### config.mk
export PLATFORM = sky130hd
export DESIGN_NAME = sector_fixup_stream_unit
export DESIGN_NICKNAME = d
export VERILOG_FILES = /design/src/rtl/core/sfs_pkg.sv /design/src/rtl/core/sfs_in_reg.sv /design/src/rtl/core/sfs_fixup_core.sv /design/src/rtl/core/sector_fixup_stream_unit.sv
export SDC_FILE = /design/constraint.sdc
export NUM_CORES = 1
export LEC_CHECK = 0
export ABC_AREA = 1
export ABC_CLOCK_PERIOD_IN_PS = 11110
export BUFFER_PORTS_ARGS = -buffer_cell sky130_fd_sc_hd__buf_2
export CAP_MARGIN = 20
export CORE_ASPECT_RATIO = 0.8
export CORE_MARGIN = 5
export CORE_UTILIZATION = 50
export DETAILED_ROUTE_END_ITERATION = 8
export PLACE_DENSITY = 0.67
export SLEW_MARGIN = 25
export SYNTH_ARGS = -nofsm -noshare
export SYNTH_HDL_FRONTEND = slang
export SYNTH_HIERARCHICAL = 1
export SYNTH_SLANG_ARGS = --single-unit
### constraint.sdc
create_clock -name i_clk -period 11.11 [get_ports i_clk]
set_clock_uncertainty 0.15 [all_clocks]
set_input_delay 1.6665 -clock i_clk [delete_from_list [all_inputs] [get_ports i_clk]]
set_output_delay 1.6665 -clock i_clk [all_outputs]
set_load 0.01 [all_outputs]
### src/rtl/core/sfs_pkg.sv
// Shared constants, types and codes for the sector fixup stream unit.
`timescale 1ns / 1ps

package sfs_pkg;

    localparam int MAX_SECTORS     = 8;
    localparam int SECTOR_BYTES    = 512;
    localparam int SECTOR_WORDS    = SECTOR_BYTES / 2;
    localparam int ENTRY_DEPTH     = MAX_SECTORS + 1;
    localparam int RECORD_WORDS    = MAX_SECTORS * SECTOR_WORDS;

    localparam int WORD_W          = 16;
    localparam int POS_W           = 12;
    localparam int SECTOR_WORD_W   = $clog2(SECTOR_WORDS);
    localparam int SEC_W           = POS_W - SECTOR_WORD_W + 1;
    localparam int IDX_W           = $clog2(ENTRY_DEPTH);

    // Earliest byte offset that does not overlap the header words already passed.
    localparam int MIN_OFFSET      = 8;
    // First position at which array entries and check words can appear.
    localparam int FIRST_BODY_POS  = 4;
    localparam int OFFSET_POS      = 2;
    localparam int COUNT_POS       = 3;

    typedef enum logic [1:0] {
        STATUS_OK       = 2'd0,
        STATUS_MISMATCH = 2'd1,
        STATUS_LAYOUT   = 2'd2
    } t_status;

    typedef struct packed {
        logic [WORD_W-1:0] word;
        logic              last;
    } t_item;

    typedef struct packed {
        logic [WORD_W-1:0] word;
        logic              fixed;
        logic              last;
        t_status           status;
    } t_result;

endpackage

### src/rtl/core/sfs_in_reg.sv
// Input register stage of the sector fixup stream unit.
`timescale 1ns / 1ps

module sfs_in_reg (
    input  logic          i_clk,
    input  logic          i_rst_n,
    input  logic          i_valid,
    input  sfs_pkg::t_item i_item,
    input  logic          i_advance,
    output logic          o_stall,
    output logic          o_valid,
    output sfs_pkg::t_item o_item
);
    import sfs_pkg::*;

    logic  r_valid;
    logic  n_valid;
    t_item r_item;
    logic  load;

    assign o_stall = r_valid && !i_advance;
    assign load    = i_valid && !o_stall;

    always_comb begin
        if (load) begin
            n_valid = 1'b1;
        end else if (i_advance) begin
            n_valid = 1'b0;
        end else begin
            n_valid = r_valid;
        end
    end

    always_ff @(posedge i_clk) begin
        if (!i_rst_n) begin
            r_valid <= 1'b0;
        end else begin
            r_valid <= n_valid;
        end
    end

    // Hold the payload until the item moves on.
    always_ff @(posedge i_clk) begin
        if (load) begin
            r_item <= i_item;
        end
    end

    assign o_valid = r_valid;
    assign o_item  = r_item;

endmodule

### src/rtl/core/sfs_fixup_core.sv
// Record state, update sequence array store and per-word fixup logic.
`timescale 1ns / 1ps

module sfs_fixup_core (
    input  logic            i_clk,
    input  logic            i_rst_n,
    input  logic            i_advance,
    input  sfs_pkg::t_item  i_item,
    output sfs_pkg::t_result o_result
);
    import sfs_pkg::*;

    logic [POS_W-1:0]  r_pos;
    logic [POS_W-1:0]  n_pos;
    logic [WORD_W-1:0] r_off;
    logic [WORD_W-1:0] n_off;
    logic [WORD_W-1:0] r_cnt;
    logic [WORD_W-1:0] n_cnt;
    logic              r_mismatch;
    logic              n_mismatch;
    logic              r_bad;
    logic              n_bad;
    logic [WORD_W-1:0] r_entries [ENTRY_DEPTH];

    logic              is_off_pos;
    logic              is_cnt_pos;
    logic              body;
    logic [WORD_W+1:0] array_end;
    logic              bad_hdr;
    logic              bad_now;
    logic [WORD_W-1:0] base;
    logic [WORD_W-1:0] k;
    logic              store;
    logic [IDX_W-1:0]  store_idx;
    logic              sec_end;
    logic [SEC_W-1:0]  sec;
    logic [IDX_W-1:0]  sec_idx;
    logic              hit;
    logic              too_long;

    assign is_off_pos = (r_pos == POS_W'(OFFSET_POS));
    assign is_cnt_pos = (r_pos == POS_W'(COUNT_POS));
    assign body       = (r_pos >= POS_W'(FIRST_BODY_POS)) && !r_bad;

    // Header check at the count word.
    assign array_end = {2'b00, r_off} + {1'b0, i_item.word, 1'b0};
    assign bad_hdr   = r_off[0]
                     || (r_off < WORD_W'(MIN_OFFSET))
                     || ((i_item.word != '0) && (array_end > (WORD_W+2)'(SECTOR_BYTES - 2)))
                     || (i_item.word > WORD_W'(ENTRY_DEPTH));
    assign bad_now   = r_bad || (is_cnt_pos && bad_hdr);

    // Capture array entries as they pass.
    assign base      = {1'b0, r_off[WORD_W-1:1]};
    assign k         = {{(WORD_W-POS_W){1'b0}}, r_pos} - base;
    assign store     = body && ({{(WORD_W-POS_W){1'b0}}, r_pos} >= base)
                     && (k < r_cnt) && (k < WORD_W'(ENTRY_DEPTH));
    assign store_idx = k[IDX_W-1:0];

    // Check word at the end of each sector.
    assign sec_end = &r_pos[SECTOR_WORD_W-1:0];
    assign sec     = {1'b0, r_pos[POS_W-1:SECTOR_WORD_W]} + SEC_W'(1);
    assign sec_idx = IDX_W'(sec);
    assign hit     = body && sec_end
                   && ({{(WORD_W-SEC_W){1'b0}}, sec} < r_cnt)
                   && (sec < SEC_W'(ENTRY_DEPTH));

    assign too_long = !i_item.last && (r_pos == POS_W'(RECORD_WORDS - 1));

    always_comb begin
        o_result.word   = hit ? r_entries[sec_idx] : i_item.word;
        o_result.fixed  = hit;
        o_result.last   = i_item.last;
        o_result.status = STATUS_OK;
        if (i_item.last) begin
            if ((r_pos < POS_W'(COUNT_POS)) || bad_now) begin
                o_result.status = STATUS_LAYOUT;
            end else if (r_mismatch || (hit && (r_entries[0] != i_item.word))) begin
                o_result.status = STATUS_MISMATCH;
            end else begin
                o_result.status = STATUS_OK;
            end
        end
    end

    always_comb begin
        if (i_item.last) begin
            n_pos      = '0;
            n_off      = '0;
            n_cnt      = '0;
            n_mismatch = 1'b0;
            n_bad      = 1'b0;
        end else begin
            n_pos      = r_pos + POS_W'(1);
            n_off      = is_off_pos ? i_item.word : r_off;
            n_cnt      = is_cnt_pos ? i_item.word : r_cnt;
            n_mismatch = r_mismatch || (hit && (r_entries[0] != i_item.word));
            n_bad      = bad_now || too_long;
        end
    end

    always_ff @(posedge i_clk) begin
        if (!i_rst_n) begin
            r_pos      <= '0;
            r_off      <= '0;
            r_cnt      <= '0;
            r_mismatch <= 1'b0;
            r_bad      <= 1'b0;
        end else if (i_advance) begin
            r_pos      <= n_pos;
            r_off      <= n_off;
            r_cnt      <= n_cnt;
            r_mismatch <= n_mismatch;
            r_bad      <= n_bad;
        end
    end

    always_ff @(posedge i_clk) begin
        if (i_advance && store) begin
            r_entries[store_idx] <= i_item.word;
        end
    end

endmodule

### src/rtl/core/sector_fixup_stream_unit.sv
// Top level of the sector fixup stream unit: input stage, fixup core, result register.
`timescale 1ns / 1ps

// Streams a file-system record one 16-bit word per transfer and applies the
// update sequence array fixup. Header word 2 gives the array offset in bytes
// and word 3 the entry count; array entries are captured as they pass. The
// last word of each 512-byte sector that has an array entry is compared with
// entry 0 and replaced by the entry for that sector (o_out_fixed marks it);
// every other word passes unchanged. On the word marked last, o_status reports
// ok, check mismatch, or unsupported layout (odd or too small offset, array
// past the first check word, too many entries, record over MAX_SECTORS
// sectors, or a record that ends before word 3). Throughput is one word per
// clock unless the output stalls; each word passes the input register and then
// the result register, with the fixup done in a single pass between them.
// Stall on the output side backs up through both registers to o_stall.
module sector_fixup_stream_unit (
    input  logic        i_clk,
    input  logic        i_rst_n,
    input  logic        i_valid,
    output logic        o_stall,
    input  logic [15:0] i_in_word,
    input  logic        i_in_last,
    output logic        o_valid,
    input  logic        i_stall,
    output logic [15:0] o_out_word,
    output logic        o_out_fixed,
    output logic        o_out_last,
    output logic [1:0]  o_status
);
    import sfs_pkg::*;

    t_item   in_item;
    t_item   stage_item;
    logic    stage_valid;
    logic    advance;
    t_result result;

    logic    r_out_valid;
    logic    n_out_valid;
    t_result r_out;

    assign in_item.word = i_in_word;
    assign in_item.last = i_in_last;

    // Advance when the result register is empty or being drained.
    assign advance = stage_valid && (!r_out_valid || !i_stall);

    sfs_in_reg u_in_reg (
        .i_clk     (i_clk),
        .i_rst_n   (i_rst_n),
        .i_valid   (i_valid),
        .i_item    (in_item),
        .i_advance (advance),
        .o_stall   (o_stall),
        .o_valid   (stage_valid),
        .o_item    (stage_item)
    );

    sfs_fixup_core u_core (
        .i_clk     (i_clk),
        .i_rst_n   (i_rst_n),
        .i_advance (advance),
        .i_item    (stage_item),
        .o_result  (result)
    );

    always_comb begin
        if (advance) begin
            n_out_valid = 1'b1;
        end else if (i_stall) begin
            n_out_valid = r_out_valid;
        end else begin
            n_out_valid = 1'b0;
        end
    end

    always_ff @(posedge i_clk) begin
        if (!i_rst_n) begin
            r_out_valid <= 1'b0;
        end else begin
            r_out_valid <= n_out_valid;
        end
    end

    // Hold the result while stalled; load a new one on each advance.
    always_ff @(posedge i_clk) begin
        if (advance) begin
            r_out <= result;
        end
    end

    assign o_valid     = r_out_valid;
    assign o_out_word  = r_out.word;
    assign o_out_fixed = r_out.fixed;
    assign o_out_last  = r_out.last;
    assign o_status    = r_out.status;

endmodule
==> run metrics <==
most area-hungry cell type in the Yosys netlist edfxtp_1; Critical Path Start Type flop; Global Route Usage Sum 22.1%; crit end category flop; DRT iter0 DRCs roughly 900; Critical Path AT approximately 4900 ps; achievable frequency between 0.2 and 0.25 GHz; vias in the first global route about 8000; asr flop ratio synth 0%; Total Neg Setup Slack 0 ps; Post-Syn Nets between 1000 and 1500; Placeable Area 22500 µm²; antenna-violating nets left 0; drc violations 0; fin nets ~1300; First-pass DRT Iterations 6; Distinct cells, synth 50; WS Path Type flop to flop; status completed; number of core rows between 40 and 50; Syn. warnings 6; fraction of layout cells with a size suffix above 1 between 10% and 20%; RSZ-0062 raised after global routing no; TritonCTS clock tree yes; Worst-Skew Late Latency roughly 520 ps; sequential-to-total area share from yosys stat about 56%; initial antenna violation count 0; synthesized flop and latch total 229; GPL Wtd Cong 0.922; Via Count ~8600; peak supply drop between 0.0001 and 0.00015 V; Tmin final 4870 ps; input/output buffers 42; clk slew on worst S/H paths 60 ps; period utilization roughly 44%; Hold Vio Cnt, Final 0; hold_sp u_core/r_mismatch; Synth top area share about 48%; die height 145 µm; slew margin rel. approximately 37%; Horiz. Die Dim around 180 µm; Total Wirelength approximately 29000 µm; Pwr Density about 140 nW/µm²; Hold Path Class flop to flop; vias per inst approximately 5.6; Slew @ Worst Pin ~950 ps; CTS Buf Count 24; Leak Pwr between 0.004 and 0.005 µW; number of synthesized flops with an enable pin 181; WHS 311 ps; global route overflow 0; # resized after CTS 0; largest net degree at the start of global routing 79; FILL cells between 1500 and 2000; H-Tree Depth 1; Avg Inst Size Synth just under 10 µm²; CP max FO 78; first-pass GRT wire length roughly 45000 µm; Post-Syn Instances about 1200; Critical R2R Launch u_core/r_pos[8]; top cells by area, synth edfxtp_1 48%, dfxtp_1 8.4%, nand2_1 7.4%; Slew Limit Fails 0; Worst EP required around 11000 ps; Die Area 26000 µm²; Antenna Cells 0; Final Total Pwr around 1900 µW; hold buffer count at cts 0; Setup-failing EPs final 0; dpl ws roughly 6000 ps; Main synth FF type edfxtp_1; routed length per placed instance between 15 and 20 µm; Initial Util 50.7%; post-route setup slack 6240 ps; clk sinks 229; post-CTS setup buffer count 0; CTS Root Buffer Type clkbuf_16; Syn-to-layout area delta 11.9%; Ports 43; Max Buffers Root-to-Sink 3; Netlist Area Pre-Place 11400 µm²; DP HPWL around 20000 µm; Max-cap violations 0; CP startpoint u_core/r_pos[8]
-- path summary, 6_finish.rpt --
kind | endpoint | slack (ps) | cells past startpoint
setup / recovery | u_core/r_entries[2][8] | 6240 | 18
hold / removal | u_core/r_mismatch | 310 | 2
setup reg to reg | u_core/r_entries[2][8] | 6240 | 18
hold reg to reg | u_core/r_mismatch | 310 | 2
-- layout make-up --
type                            count  area, µm²  share of cell area (%)
Multi-Input combinational cell    768       4360                    34.2
Timing Repair Buffer               54        300                    2.35
Inverter                          136        510                    4.00
Clock inverter                     11        171                    1.34
Tap cell                          306        383                    3.00
Sequential cell                   229       6400                    50.1
Clock buffer                       31        647                    5.06
-- power breakdown --
group,internal [µW],switching (µW),total (µW)
sequential,936,24.1,960
combinational,24.4,46.7,71.1
clock,504,317,821
-- sequential cells by signal, indices dropped and copies added, names as in the netlist, 2 cells and up --
register and cells:
o_out_word 16, o_status 2, u_core/r_cnt 16, u_core/r_entries 144, u_core/r_off 16, u_core/r_pos 12, u_in_reg/o_item 17
-- cells in the final DEF (no fill, tap or decap), types with 23 or more instances in the layout --
cell type,n
a21oi_1,86
buf_2,42
clkbuf_16,24
dfxtp_1,47
edfxtp_1,181
ha_1,51
inv_1,128
mux2i_1,23
nand2_1,226
nand3_1,46
nor2_1,122
o21ai_0,54
o221ai_1,23
-- metrics by stage --
step,cells,area (µm²),utilization [%]
floorplan,1171,11400,-
global placement,1493,11900,53.0
detailed placement,1493,11900,53.1
CTS,1535,12800,56.7
global route,1535,12800,56.8
finish,1535,12800,56.8
-- synthesized netlist by cell type, types with 2 or more instances --
library cell and n:
nand2_2 4, buf_4 4, nor2_1 126, ha_1 52
o211ai_1 11, nand3_1 46, fa_1 2, o2111ai_1 2
dfxtp_1 48, a21oi_2 2, nand4_1 13, xor2_1 16
a211oi_1 4, clkbuf_1 19, a21oi_1 87, o221ai_1 23
nand3b_1 4, inv_2 6, xnor2_1 2, nand2_1 226
edfxtp_1 181, o22ai_1 5, a221oi_1 2, nor4_1 5
buf_1 4, o21ai_0 54, nor2_2 2, inv_1 128
mux2i_1 23, buf_2 10, o21ai_1 3, nand3_2 4
a31oi_1 18, nor3_1 18, clkinv_1 2
-- worst max-delay path: stages (launching register included) --
cell	delay, ps
dfxtp_2	310
buf_4	640
ha_1	430
nand2_1	110
o21ai_0	90
a21o_1	180
a21boi_1	250
nor3_1	100
xor2_1	160
ha_1	280
nand2_1	80
o2111ai_1	170
nor3_1	160
o21ai_1	90
nor2_1	110
nand4_1	100
nor2_2	140
nand4_4	190
nor2_2	700
-- cell families (layout without fill, tap and decap cells) --
logic type | Yosys count | after routing | synth area share [%]
flops | 229 | 229 | 56.0
buf+inv | 174 | 232 | 6.03
fa+ha+maj | 54 | 54 | 6.05
xor+xnor | 19 | 19 | 1.52
simple gates | 453 | 453 | 16.9
mux | 23 | 23 | 2.02
compound gates | 219 | 219 | 11.4
-- layer usage --
layer  up-vias  track usage [%]  wire length (µm)
met5         -                0                 0
met2       356             32.8             12600
li1       4147                -                 -
met1      4052             33.7             13100
met4         0             5.49               717
met3        51             4.08              2520
Note: power is estimated with default switching activity, not from simulation.
